==> src/design/bcdcal_pkg.sv <==
// Types, constants and month table of the BCD calendar block.
`timescale 1ns / 1ps

package bcdcal_pkg;

  // Word kinds
  localparam logic KIND_ADVANCE = 1'b0;
  localparam logic KIND_LOAD    = 1'b1;

  localparam logic [13:0] YEAR_MOD  = 14'd10000;
  localparam logic [13:0] YEAR_MAX  = 14'd9999;
  localparam logic [3:0]  MONTH_DEC = 4'd12;

  // Packed BCD date, thousands digit of the year on top
  typedef struct packed {
    logic [3:0] y3;
    logic [3:0] y2;
    logic [3:0] y1;
    logic [3:0] y0;
    logic [3:0] m1;
    logic [3:0] m0;
    logic [3:0] d1;
    logic [3:0] d0;
  } bcd_t;

  // Date held both in binary and in BCD
  typedef struct packed {
    logic [13:0] year;
    logic [3:0]  month;
    logic [4:0]  day;
    bcd_t        bcd;
  } date_t;

  // Word leaving the load pipeline
  typedef struct packed {
    logic  kind;
    date_t date;
  } ld_word_t;

  localparam date_t RESET_DATE = '{
    year:  14'd2013,
    month: 4'd6,
    day:   5'd14,
    bcd:   '{y3: 4'd2, y2: 4'd0, y1: 4'd1, y0: 4'd3,
             m1: 4'd0, m0: 4'd6, d1: 4'd1, d0: 4'd4}
  };

  // Days in a month; months outside 1..12 count as 31 days
  function automatic logic [4:0] month_len(input logic [3:0] m, input logic leap);
    logic [4:0] len;
    unique case (m)
      4'd2:                      len = leap ? 5'd29 : 5'd28;
      4'd4, 4'd6, 4'd9, 4'd11:   len = 5'd30;
      default:                   len = 5'd31;
    endcase
    return len;
  endfunction

endpackage

==> src/design/bcdcal_load_conv.sv <==
// Four-stage pipeline that turns a load word's binary fields into BCD digits.
`timescale 1ns / 1ps

module bcdcal_load_conv (
  input  logic                 clk,
  input  logic                 rst,
  input  logic                 in_valid,
  output logic                 in_ready,
  input  logic                 kind,
  input  logic [13:0]          set_year,
  input  logic [3:0]           set_month,
  input  logic [4:0]           set_day,
  output logic                 word_valid,
  input  logic                 word_ready,
  output bcdcal_pkg::ld_word_t word
);

  logic v1, v2, v3, v4;
  logic en1, en2, en3, en4;

  bcdcal_pkg::ld_word_t s1_w, s2_w, s3_w, s4_w;
  bcdcal_pkg::ld_word_t s1_w_next, s2_w_next, s3_w_next, s4_w_next;
  logic [9:0] s2_rem, s2_rem_next;
  logic [6:0] s3_rem, s3_rem_next;

  // Stage enables: a stage loads when empty or when its word moves on
  assign en4      = !v4 || word_ready;
  assign en3      = !v3 || en4;
  assign en2      = !v2 || en3;
  assign en1      = !v1 || en2;
  assign in_ready = en1;

  // Stage 1: year modulo 10000, month and day digits
  always_comb begin
    s1_w_next            = '0;
    s1_w_next.kind       = kind;
    s1_w_next.date.year  = (set_year >= bcdcal_pkg::YEAR_MOD) ?
                           14'(set_year - bcdcal_pkg::YEAR_MOD) : set_year;
    s1_w_next.date.month = set_month;
    s1_w_next.date.day   = set_day;
    s1_w_next.date.bcd.m1 = (set_month >= 4'd10) ? 4'd1 : 4'd0;
    s1_w_next.date.bcd.m0 = (set_month >= 4'd10) ? 4'(set_month - 4'd10) : set_month;
    priority if (set_day >= 5'd30) s1_w_next.date.bcd.d1 = 4'd3;
    else if (set_day >= 5'd20)     s1_w_next.date.bcd.d1 = 4'd2;
    else if (set_day >= 5'd10)     s1_w_next.date.bcd.d1 = 4'd1;
    else                           s1_w_next.date.bcd.d1 = 4'd0;
    s1_w_next.date.bcd.d0 = 4'(set_day - 5'(s1_w_next.date.bcd.d1) * 5'd10);
  end

  // Stage 2: thousands digit
  always_comb begin
    logic [3:0] dig;
    dig = 4'd0;
    for (int k = 1; k < 10; k++) begin
      if (s1_w.date.year >= 14'(k * 1000)) dig = 4'(k);
    end
    s2_w_next             = s1_w;
    s2_w_next.date.bcd.y3 = dig;
    s2_rem_next           = 10'(s1_w.date.year - 14'(dig) * 14'd1000);
  end

  // Stage 3: hundreds digit
  always_comb begin
    logic [3:0] dig;
    dig = 4'd0;
    for (int k = 1; k < 10; k++) begin
      if (s2_rem >= 10'(k * 100)) dig = 4'(k);
    end
    s3_w_next             = s2_w;
    s3_w_next.date.bcd.y2 = dig;
    s3_rem_next           = 7'(s2_rem - 10'(dig) * 10'd100);
  end

  // Stage 4: tens and units digits
  always_comb begin
    logic [3:0] dig;
    dig = 4'd0;
    for (int k = 1; k < 10; k++) begin
      if (s3_rem >= 7'(k * 10)) dig = 4'(k);
    end
    s4_w_next             = s3_w;
    s4_w_next.date.bcd.y1 = dig;
    s4_w_next.date.bcd.y0 = 4'(s3_rem - 7'(dig) * 7'd10);
  end

  // Stage valid bits
  always_ff @(posedge clk) begin
    if (rst) begin
      v1 <= 1'b0;
      v2 <= 1'b0;
      v3 <= 1'b0;
      v4 <= 1'b0;
    end else begin
      if (en1) v1 <= in_valid;
      if (en2) v2 <= v1;
      if (en3) v3 <= v2;
      if (en4) v4 <= v3;
    end
  end

  // Stage payloads
  always_ff @(posedge clk) begin
    if (en1 && in_valid) s1_w <= s1_w_next;
    if (en2 && v1) begin
      s2_w   <= s2_w_next;
      s2_rem <= s2_rem_next;
    end
    if (en3 && v2) begin
      s3_w   <= s3_w_next;
      s3_rem <= s3_rem_next;
    end
    if (en4 && v3) s4_w <= s4_w_next;
  end

  assign word_valid = v4;
  assign word       = s4_w;

endmodule

==> src/design/bcdcal_date_next.sv <==
// Next-date logic: load the given date or move the current date on by one day.
`timescale 1ns / 1ps

module bcdcal_date_next (
  input  bcdcal_pkg::date_t    cur,
  input  bcdcal_pkg::ld_word_t word,
  output bcdcal_pkg::date_t    nxt
);

  logic       leap;
  logic [4:0] cent_sum;
  logic [4:0] len;

  // Leap year: multiple of 4, and for a century year its top two digits a multiple of 4
  assign cent_sum = {cur.bcd.y3, 1'b0} + 5'(cur.bcd.y2);
  assign leap = (cur.year[1:0] == 2'd0) &&
                (!(cur.bcd.y1 == 4'd0 && cur.bcd.y0 == 4'd0) || (cent_sum[1:0] == 2'd0));
  assign len  = bcdcal_pkg::month_len(cur.month, leap);

  always_comb begin
    nxt = cur;
    if (word.kind == bcdcal_pkg::KIND_LOAD) begin
      nxt = word.date;
    end else if (cur.day < len) begin
      // Day step inside the month
      nxt.day = 5'(cur.day + 5'd1);
      if (cur.bcd.d0 == 4'd9) begin
        nxt.bcd.d0 = 4'd0;
        nxt.bcd.d1 = 4'(cur.bcd.d1 + 4'd1);
      end else begin
        nxt.bcd.d0 = 4'(cur.bcd.d0 + 4'd1);
      end
    end else begin
      nxt.day    = 5'd1;
      nxt.bcd.d1 = 4'd0;
      nxt.bcd.d0 = 4'd1;
      if (cur.month >= bcdcal_pkg::MONTH_DEC) begin
        // New year, BCD ripple carry wraps 9999 to 0000
        nxt.month  = 4'd1;
        nxt.bcd.m1 = 4'd0;
        nxt.bcd.m0 = 4'd1;
        nxt.year   = (cur.year == bcdcal_pkg::YEAR_MAX) ? 14'd0 : 14'(cur.year + 14'd1);
        nxt.bcd.y0 = (cur.bcd.y0 == 4'd9) ? 4'd0 : 4'(cur.bcd.y0 + 4'd1);
        if (cur.bcd.y0 == 4'd9) begin
          nxt.bcd.y1 = (cur.bcd.y1 == 4'd9) ? 4'd0 : 4'(cur.bcd.y1 + 4'd1);
          if (cur.bcd.y1 == 4'd9) begin
            nxt.bcd.y2 = (cur.bcd.y2 == 4'd9) ? 4'd0 : 4'(cur.bcd.y2 + 4'd1);
            if (cur.bcd.y2 == 4'd9) begin
              nxt.bcd.y3 = (cur.bcd.y3 == 4'd9) ? 4'd0 : 4'(cur.bcd.y3 + 4'd1);
            end
          end
        end
      end else begin
        // Next month, same year
        nxt.month = 4'(cur.month + 4'd1);
        if (cur.bcd.m0 == 4'd9) begin
          nxt.bcd.m0 = 4'd0;
          nxt.bcd.m1 = 4'(cur.bcd.m1 + 4'd1);
        end else begin
          nxt.bcd.m0 = 4'(cur.bcd.m0 + 4'd1);
        end
      end
    end
  end

endmodule

==> src/design/bcd_calendar_day_advance_top.sv <==
// An accepted word is captured by the first load-digit stage at the accepting edge, passes
// three more stages, then the date register; sustained rate is one word per cycle while
// out_ready keeps the output from stalling.
// The date register is the only state carried between words; each stage holds one word.
// Reset (rst, synchronous) empties the pipeline and sets the date to 2013-06-14.
`timescale 1ns / 1ps

module bcd_calendar_day_advance_top (
  input  logic        clk,
  input  logic        rst,
  input  logic        in_valid,
  output logic        in_ready,
  input  logic        kind,
  input  logic [13:0] set_year,
  input  logic [3:0]  set_month,
  input  logic [4:0]  set_day,
  output logic        out_valid,
  input  logic        out_ready,
  output logic [13:0] year,
  output logic [3:0]  month,
  output logic [4:0]  day,
  output logic [31:0] date_bcd
);

  logic                 conv_valid;
  logic                 en_out;
  bcdcal_pkg::ld_word_t conv_word;
  bcdcal_pkg::date_t    cur;
  bcdcal_pkg::date_t    cur_next;

  assign en_out = !out_valid || out_ready;

  // Load digit conversion
  bcdcal_load_conv u_conv (
    .clk        (clk),
    .rst        (rst),
    .in_valid   (in_valid),
    .in_ready   (in_ready),
    .kind       (kind),
    .set_year   (set_year),
    .set_month  (set_month),
    .set_day    (set_day),
    .word_valid (conv_valid),
    .word_ready (en_out),
    .word       (conv_word)
  );

  // Date update
  bcdcal_date_next u_next (
    .cur  (cur),
    .word (conv_word),
    .nxt  (cur_next)
  );

  // Date register doubles as the output register
  always_ff @(posedge clk) begin
    if (rst) begin
      cur       <= bcdcal_pkg::RESET_DATE;
      out_valid <= 1'b0;
    end else if (en_out) begin
      out_valid <= conv_valid;
      if (conv_valid) cur <= cur_next;
    end
  end

  assign year     = cur.year;
  assign month    = cur.month;
  assign day      = cur.day;
  assign date_bcd = cur.bcd;

endmodule

==> config.mk <==
export PLATFORM = sky130hd
export DESIGN_NAME = bcd_calendar_day_advance_top
export DESIGN_NICKNAME = d
export VERILOG_FILES = /design/src/design/bcdcal_pkg.sv /design/src/design/bcdcal_load_conv.sv /design/src/design/bcdcal_date_next.sv /design/src/design/bcd_calendar_day_advance_top.sv
export SDC_FILE = /design/constraint.sdc
export NUM_CORES = 1
export LEC_CHECK = 0
export BUFFER_PORTS_ARGS = -buffer_cell sky130_fd_sc_hd__buf_2
export CAP_MARGIN = 30
export CORE_MARGIN = 1
export CORE_UTILIZATION = 49
export DETAILED_ROUTE_END_ITERATION = 12
export GPL_TIMING_DRIVEN = 0
export PLACE_DENSITY = 0.77
export SKIP_CTS_REPAIR_TIMING = 1
export SYNTH_ARGS = -nofsm -noshare
export SYNTH_HDL_FRONTEND = slang
export SYNTH_SLANG_ARGS = --single-unit
export TNS_END_PERCENT = 5
==> constraint.sdc <==
create_clock -name clk -period 4.2 [get_ports clk]
set_input_delay 0.42 -clock clk [delete_from_list [all_inputs] [get_ports clk]]
set_output_delay 0.42 -clock clk [all_outputs]
set_load 0.02 [all_outputs]
# [Word level (Yosys, flattened, before mapping)]
# Cells that the tools add are included.
[totals] reg_bits=265 input_bits=28 wordCells=219
[classes] add_sub_neg=18 multipliers=4 n_lt_le_gt_ge=34 eq_ne=14 n_mux=56 n_reduce_logical=36
[op_table] operator="4-bit 2-to-1 mux" count=19
[op_table] operator="14-bit by 13-bit greater-or-equal comparator with 1-bit output (second input constant)" count=4
[op_table] operator="55-bit 2-to-1 mux" count=1
[op_table] operator="14-bit 2-to-1 mux" count=3
[op_table] operator="10-bit greater-or-equal comparator (second input constant)" count=4
[op_table] operator="4-bit by 1-bit adder with 4-bit output (second input constant)" count=9
[op_table] operator="3-bit 2-to-1 mux" count=12
[op_table] operator="4-bit == test (second input constant)" count=8
[op_table] operator="10-bit by 9-bit greater-or-equal comparator with 1-bit output (second input constant)" count=3
[op_table] operator="14-bit by 12-bit greater-or-equal comparator with 1-bit output (second input constant)" count=2
[op_table] operator="14-bit greater-or-equal comparator (second input constant)" count=2
[op_table] operator="24-bit 2-to-1 mux" count=1
[op_table] operator="8-bit 2-to-1 mux" count=3
[op_table] operator="7-bit by 6-bit greater-or-equal comparator with 1-bit output (second input constant)" count=3
[op_table] operator="7-bit greater-or-equal comparator (second input constant)" count=3
[op_table] operator="18-bit 2-to-1 mux" count=1
[op_table] operator="16-bit 2-to-1 mux" count=1
[op_table] operator="14-bit by 1-bit adder with 14-bit output (second input constant)" count=1
[op_table] operator="14-bit == test (second input constant)" count=1
[op_table] operator="14-bit by 10-bit greater-or-equal comparator with 1-bit output (second input constant)" count=1
[op_table] operator="14-bit by 11-bit greater-or-equal comparator with 1-bit output (second input constant)" count=1
[op_table] operator="7-bit by 5-bit greater-or-equal comparator with 1-bit output (second input constant)" count=2
[op_table] operator="14-bit subtractor (second input constant)" count=1
[op_table] operator="12-bit 2-to-1 mux" count=1
[op_table] operator="other kinds (38)" count=75

# [Depth between registers and ports, before layout]
[logic_depth] depth_word=12 depth_mapped=18

# [By module]
# From an unflattened synthesis, not the netlist that was laid out.
[hier_totals] cells_unflattened=1036 hier_area_um2=11576.1
[modules_own_cells] mod="bcdcal_load_conv" n_inst=1 cells_per_inst=440 area_each_um2=7068.0
[modules_own_cells] mod="bcd_calendar_day_advance_top" n_inst=1 cells_per_inst=252 area_each_um2=2342.2
[modules_own_cells] mod="bcdcal_date_next" n_inst=1 cells_per_inst=344 area_each_um2=2165.8

# [Worst setup path before layout]
# Ideal clock, no wire load.
[synth_path] path_type="reg2reg" startpoint="reg out_valid" endpoint="reg u_conv.s2_rem[0], enable pin" arrival_time_ps=4107 required_ps=3687 path_slack_ps=-420 path_stages_with_launch=5 path_buffers=1 synth_period_minus_slack_ps=4620 cell_sequence="dfxtp_1 nor2b_1 and3_1 clkbuf_1 a21boi_0"
[synth_via] elab_chain_len=6
[synth_lines] element="start, declared" line_no="bcd_calendar_day_advance_top.sv:17" source="output logic out_valid,"
[synth_lines] element="start signal, assigned" line_no="bcd_calendar_day_advance_top.sv:61" source="out_valid <= conv_valid;"
[synth_lines] element="1-bit logical NOT" line_no="bcd_calendar_day_advance_top.sv:31" source="assign en_out = !out_valid || out_ready;"
[synth_lines] element="1-bit logical OR" line_no="bcd_calendar_day_advance_top.sv:31"
[synth_lines] element="1-bit logical OR" line_no="bcdcal_load_conv.sv:27" source="assign en4 = !v4 || word_ready;"
[synth_lines] element="1-bit logical OR" line_no="bcdcal_load_conv.sv:28" source="assign en3 = !v3 || en4;"
[synth_lines] element="1-bit logical OR" line_no="bcdcal_load_conv.sv:29" source="assign en2 = !v2 || en3;"
[synth_lines] element="1-bit logical AND" line_no="bcdcal_load_conv.sv:104" source="if (en2 && v1) begin"
[synth_lines] element="end signal, assigned" line_no="bcdcal_load_conv.sv:106" source="s2_rem <= s2_rem_next;"
[synth_lines] element="end, declared" line_no="bcdcal_load_conv.sv:23" source="logic [9:0] s2_rem, s2_rem_next;"
# Every way passes these cells.
# A chain may end at the register's enable or synchronous reset.

==> impl_results.html <==
<table>
<tr><th>Metric</th><th>Value</th></tr>
<tr><th colspan="2">Outcome</th></tr>
<tr><td>Run status</td><td>finished, final reports clean</td></tr>
<tr><th colspan="2">Die</th></tr>
<tr><td>Area enclosed by the die boundary</td><td>22380 µm²</td></tr>
<tr><td>Die Width</td><td>between 100 and 150 µm</td></tr>
<tr><td>Io pins</td><td>85</td></tr>
<tr><td>Vertical die dimension</td><td>around 150 µm</td></tr>
<tr><td>Number of core rows</td><td>53</td></tr>
<tr><td>Core region area</td><td>~21000 µm²</td></tr>
<tr><td>Initial standard-cell utilization of the core</td><td>50.31%</td></tr>
<tr><th colspan="2">Clock tree</th></tr>
<tr><td>CTS clk-pin slew, worst paths</td><td>approximately 60 ps</td></tr>
<tr><td>TritonCTS Sinks</td><td>between 200 and 250</td></tr>
<tr><td>Clk buf depth</td><td>3</td></tr>
<tr><td>TritonCTS Buffers</td><td>23</td></tr>
<tr><td>Clock tree from TritonCTS</td><td>done</td></tr>
<tr><td>CTS H-tree depth</td><td>1</td></tr>
<tr><td>Clk_lat worst skew</td><td>between 500 and 600 ps</td></tr>
<tr><td>Clock root cell</td><td>sky130_fd_sc_hd__clkbuf_16</td></tr>
<tr><th colspan="2">Layout</th></tr>
<tr><td>Combined area of the multi-input logic cells</td><td>a little under 4000 µm²</td></tr>
<tr><td>Total number of nets in the final design</td><td>1105</td></tr>
<tr><td>Highest-count cells in the layout ignoring fill and taps</td><td>sky130_fd_sc_hd__edfxtp_1, sky130_fd_sc_hd__buf_2, sky130_fd_sc_hd__nand2_1, sky130_fd_sc_hd__nor2_1, sky130_fd_sc_hd__dfxtp_1</td></tr>
<tr><td>Filler cells</td><td>1646</td></tr>
<tr><td>Commonest non-fill, non-tap cell in the layout</td><td>sky130_fd_sc_hd__edfxtp_1</td></tr>
<tr><td>Ratio of cells with drive above 1 in the final layout</td><td>~17%</td></tr>
<tr><td>Final cell utilization of the core</td><td>58.81%</td></tr>
<tr><td>Summed area of non-filler cells in the final layout</td><td>between 10000 and 15000 µm²</td></tr>
<tr><td>Sequential Area</td><td>approximately 6300 µm²</td></tr>
<tr><td>Number of antenna repair diodes</td><td>0</td></tr>
<tr><td>Post-route non-filler standard cell count</td><td>around 1300</td></tr>
<tr><td>Layout overhead on the synthesized area</td><td>16.90%</td></tr>
<tr><th colspan="2">STA</th></tr>
<tr><td>Relative slew slack</td><td>a little under two fifths</td></tr>
<tr><td>Worst Clk Skew</td><td>~22 ps</td></tr>
<tr><td>Achievable frequency</td><td>roughly 0.25 GHz</td></tr>
<tr><td>Final-layout setup total negative slack</td><td>0 ps</td></tr>
<tr><td>Share of the clock period used by the worst path</td><td>a little over nine tenths</td></tr>
<tr><td>Final number of setup-violating endpoints</td><td>0</td></tr>
<tr><td>Shortest period the worst path allows</td><td>around 4000 ps</td></tr>
<tr><td>Final Max Slew Viols</td><td>0</td></tr>
<tr><td>Number of hold-slack violations in the final timing report</td><td>0</td></tr>
<tr><td>Least-Margin Pin Slew</td><td>942.9 ps</td></tr>
<tr><th colspan="2">Routing</th></tr>
<tr><td>Via-to-Cell Ratio</td><td>slightly below 6</td></tr>
<tr><td>Routed Wire Length</td><td>23540 µm</td></tr>
<tr><td>Vias</td><td>roughly 8000</td></tr>
<tr><td>Number of antenna-violating nets in the routed design</td><td>0</td></tr>
<tr><td>DRC violation total after the first TritonRoute iteration</td><td>872</td></tr>
<tr><td>Wire length per cell after detailed routing</td><td>~18 µm</td></tr>
<tr><td>Total iterations of the first detailed-routing run</td><td>6</td></tr>
<tr><td>Remaining design rule violation count</td><td>0</td></tr>
<tr><th colspan="2">Critical path</th></tr>
<tr><td>Type of the setup path with the least slack</td><td>flop to flop</td></tr>
<tr><td>Arrival time of the worst setup path</td><td>between 4000 and 5000 ps</td></tr>
<tr><td>Crit end category</td><td>flop</td></tr>
<tr><td>Largest driver fanout on the critical path</td><td>6</td></tr>
<tr><td>Required time at the endpoint of the critical path</td><td>around 4500 ps</td></tr>
<tr><td>Startpoint type of the worst setup path</td><td>flop</td></tr>
<tr><th colspan="2">Yosys</th></tr>
<tr><td>Cell type with the largest total area after synthesis</td><td>sky130_fd_sc_hd__edfxtp_1</td></tr>
<tr><td>Synth Instances</td><td>between 900 and 1000</td></tr>
<tr><td>Proportion of register bits with asynchronous set or reset after synthesis</td><td>0%</td></tr>
<tr><td>Synth area leaders</td><td>sky130_fd_sc_hd__edfxtp_1, sky130_fd_sc_hd__dfxtp_1, sky130_fd_sc_hd__ha_1, sky130_fd_sc_hd__a21oi_1, sky130_fd_sc_hd__nor2_1</td></tr>
<tr><td>Mean instance size in the synthesized netlist</td><td>~12 µm²</td></tr>
<tr><td>Share of the yosys chip area belonging to registers</td><td>59.35%</td></tr>
<tr><td>Top FF cell, synth</td><td>sky130_fd_sc_hd__edfxtp_1</td></tr>
<tr><td>Net count after synthesis</td><td>approximately 990</td></tr>
<tr><td>Flip-flop and latch count after synthesis</td><td>231</td></tr>
<tr><td>Share of Yosys cell area claimed by the top area cell type</td><td>48.10%</td></tr>
<tr><td>Post-synthesis instance area</td><td>between 10000 and 15000 µm²</td></tr>
<tr><td>Count of distinct cell types in the synthesized netlist</td><td>between 70 and 80</td></tr>
<tr><td>Yosys warning count</td><td>0</td></tr>
<tr><td>Post-synth EDFFs</td><td>171</td></tr>
<tr><th colspan="2">Global route</th></tr>
<tr><td>Aggregate global-route resource usage</td><td>between 20% and 30%</td></tr>
<tr><td>Final global-route overflow total</td><td>0</td></tr>
<tr><td>Number of global-route vias before repair</td><td>between 7000 and 8000</td></tr>
<tr><td>Largest net degree at the start of global routing</td><td>38</td></tr>
<tr><td>Wire length of the first global-routing pass</td><td>around 37000 µm</td></tr>
<tr><td>Number of antenna violations at the first check in global routing</td><td>0</td></tr>
<tr><th colspan="2">Run</th></tr>
<tr><td>Total of max-cap violations</td><td>0</td></tr>
<tr><th colspan="2">Placed design</th></tr>
<tr><td>Port-buffer cells</td><td>84</td></tr>
<tr><td>Cell count after placement</td><td>between 1000 and 1500</td></tr>
<tr><td>Post-detailed-placement cell area</td><td>11560 µm²</td></tr>
<tr><td>Half-perimeter wire length of the detailed placement result</td><td>approximately 16000 µm</td></tr>
<tr><td>Routability Congestion</td><td>roughly 0.94</td></tr>
<tr><th colspan="2">Power</th></tr>
<tr><td>Power density normalized to cell area</td><td>483.6 nW/µm²</td></tr>
<tr><td>Pleak</td><td>around 0.0046 µW</td></tr>
<tr><td>Final Total Pwr</td><td>6035 µW</td></tr>
<tr><td>Highest ir drop seen on vdd</td><td>about 0.00028 V</td></tr>
<tr><th colspan="2">Worst hold path</th></tr>
<tr><td>Min-delay worst type</td><td>input pin to flop</td></tr>
</table>
==> routing by layer <==
metal	vias to the layer above	part of all wire (%)	track usage, %
met5	-	0	0
met4	0	3.3	8.929
met3	67	9.0	2.927
met2	405	47	34.24
met1	3640	41	28.96
li1	3659	-	-
==> area by class of cell <==
type / instances / share of cell area, %
Clock inverter: 13 / 1.895
Buffer: 47 / 1.775
Sequential cell: 231 / 50.77
Multi-Input combinational cell: 576 / 31.86
Tap cell: 275 / 2.757
Clock buffer: 28 / 4.762
Inverter: 58 / 1.745
Timing Repair Buffer: 95 / 4.432
==> Yosys cell counts, types with 8 or more instances <==
cell type and count:
sky130_fd_sc_hd__nand2b_1 9, sky130_fd_sc_hd__fa_1 8, sky130_fd_sc_hd__a21oi_1 57, sky130_fd_sc_hd__o31ai_1 9, sky130_fd_sc_hd__ha_1 37, sky130_fd_sc_hd__o211ai_1 19
sky130_fd_sc_hd__clkbuf_1 38, sky130_fd_sc_hd__inv_1 56, sky130_fd_sc_hd__dfxtp_1 60, sky130_fd_sc_hd__nor3_1 21, sky130_fd_sc_hd__buf_2 9, sky130_fd_sc_hd__and3_1 9
sky130_fd_sc_hd__nand3_1 27, sky130_fd_sc_hd__edfxtp_1 171, sky130_fd_sc_hd__nand4_1 11, sky130_fd_sc_hd__mux2i_1 8, sky130_fd_sc_hd__o21ai_0 47, sky130_fd_sc_hd__a211oi_1 9
sky130_fd_sc_hd__a221oi_1 8, sky130_fd_sc_hd__a21o_1 9, sky130_fd_sc_hd__xnor2_1 27, sky130_fd_sc_hd__a31oi_1 11, sky130_fd_sc_hd__nor2_1 65, sky130_fd_sc_hd__nand2_1 63
==> worst max-delay path, stage by stage, from the launching register on <==
cell                        delay (ps)
sky130_fd_sc_hd__edfxtp_1          430
sky130_fd_sc_hd__and3_4            250
sky130_fd_sc_hd__o2111ai_2         140
sky130_fd_sc_hd__nand2_1           110
sky130_fd_sc_hd__a21oi_1            50
sky130_fd_sc_hd__nor2_2            160
sky130_fd_sc_hd__nor2_4             90
sky130_fd_sc_hd__fa_1              590
sky130_fd_sc_hd__inv_1              70
sky130_fd_sc_hd__fa_1              510
sky130_fd_sc_hd__inv_1              40
sky130_fd_sc_hd__ha_1              310
sky130_fd_sc_hd__xnor2_1           140
sky130_fd_sc_hd__ha_1              320
sky130_fd_sc_hd__a21oi_1           120
sky130_fd_sc_hd__o21ai_0           110
sky130_fd_sc_hd__xnor2_1           150
sky130_fd_sc_hd__xnor2_1           120
==> worst paths after layout <==
path	slack, ps	from	depth (start not counted)	to
worst max-delay path	240	u_conv.s1_w[50]$_DFFE_PP_	17	u_conv.s2_rem[9]$_DFFE_PP_
worst min-delay path	70	set_day[0]	1	u_conv.s1_w[0]$_DFFE_PP_
worst max register to register	240	u_conv.s1_w[50]$_DFFE_PP_	17	u_conv.s2_rem[9]$_DFFE_PP_
worst min register to register	400	u_conv.s2_w[46]$_DFFE_PP_	0	u_conv.s3_w[46]$_DFFE_PP_
==> state kept, by name (all words and copies together) (netlist names) <==
name               count
month                  4
u_conv.v2              1
u_conv.s2_rem         10
year                  14
out_valid              1
u_conv.v3              1
day                    5
u_conv.word_valid      1
u_conv.s3_rem          7
u_conv.word           48
u_conv.s1_w           33
u_conv.s2_w           34
date_bcd              32
u_conv.s3_w           39
u_conv.v1              1
==> where the power goes <==
group          switching, µW  internal, µW  total, µW
Clock                    859          1390       2250
Combinational            579           499       1080
Sequential              76.8          2630       2710
Total                   1510          4520       6040
==> logic make-up (layout without fill, tap and decap cells) <==
family                     count (synthesis)  after routing  synth area share [%]
AOI/OAI and AO/OA                        246            246                 15.75
xor gates and xnor gates                  34             34                 2.790
muxes                                     10             10                0.9611
adders and majority gates                 45             45                 5.837
buffers and inverters                    111            241                 4.325
and+or+nand+nor                          241            241                 10.98
DFF                                      231            231                 59.35
==> through the flow <==
step | hold WS, ps | setup WS (ps)
floorplan | 400.3 | -410.7
global placement | 401.5 | -1966
detailed placement | 404.5 | -139.2
CTS | 59.71 | -195.1
global route | 59.39 | -8.169
finish | 73.41 | 237.0
Power figures use the tool's default switching activity.
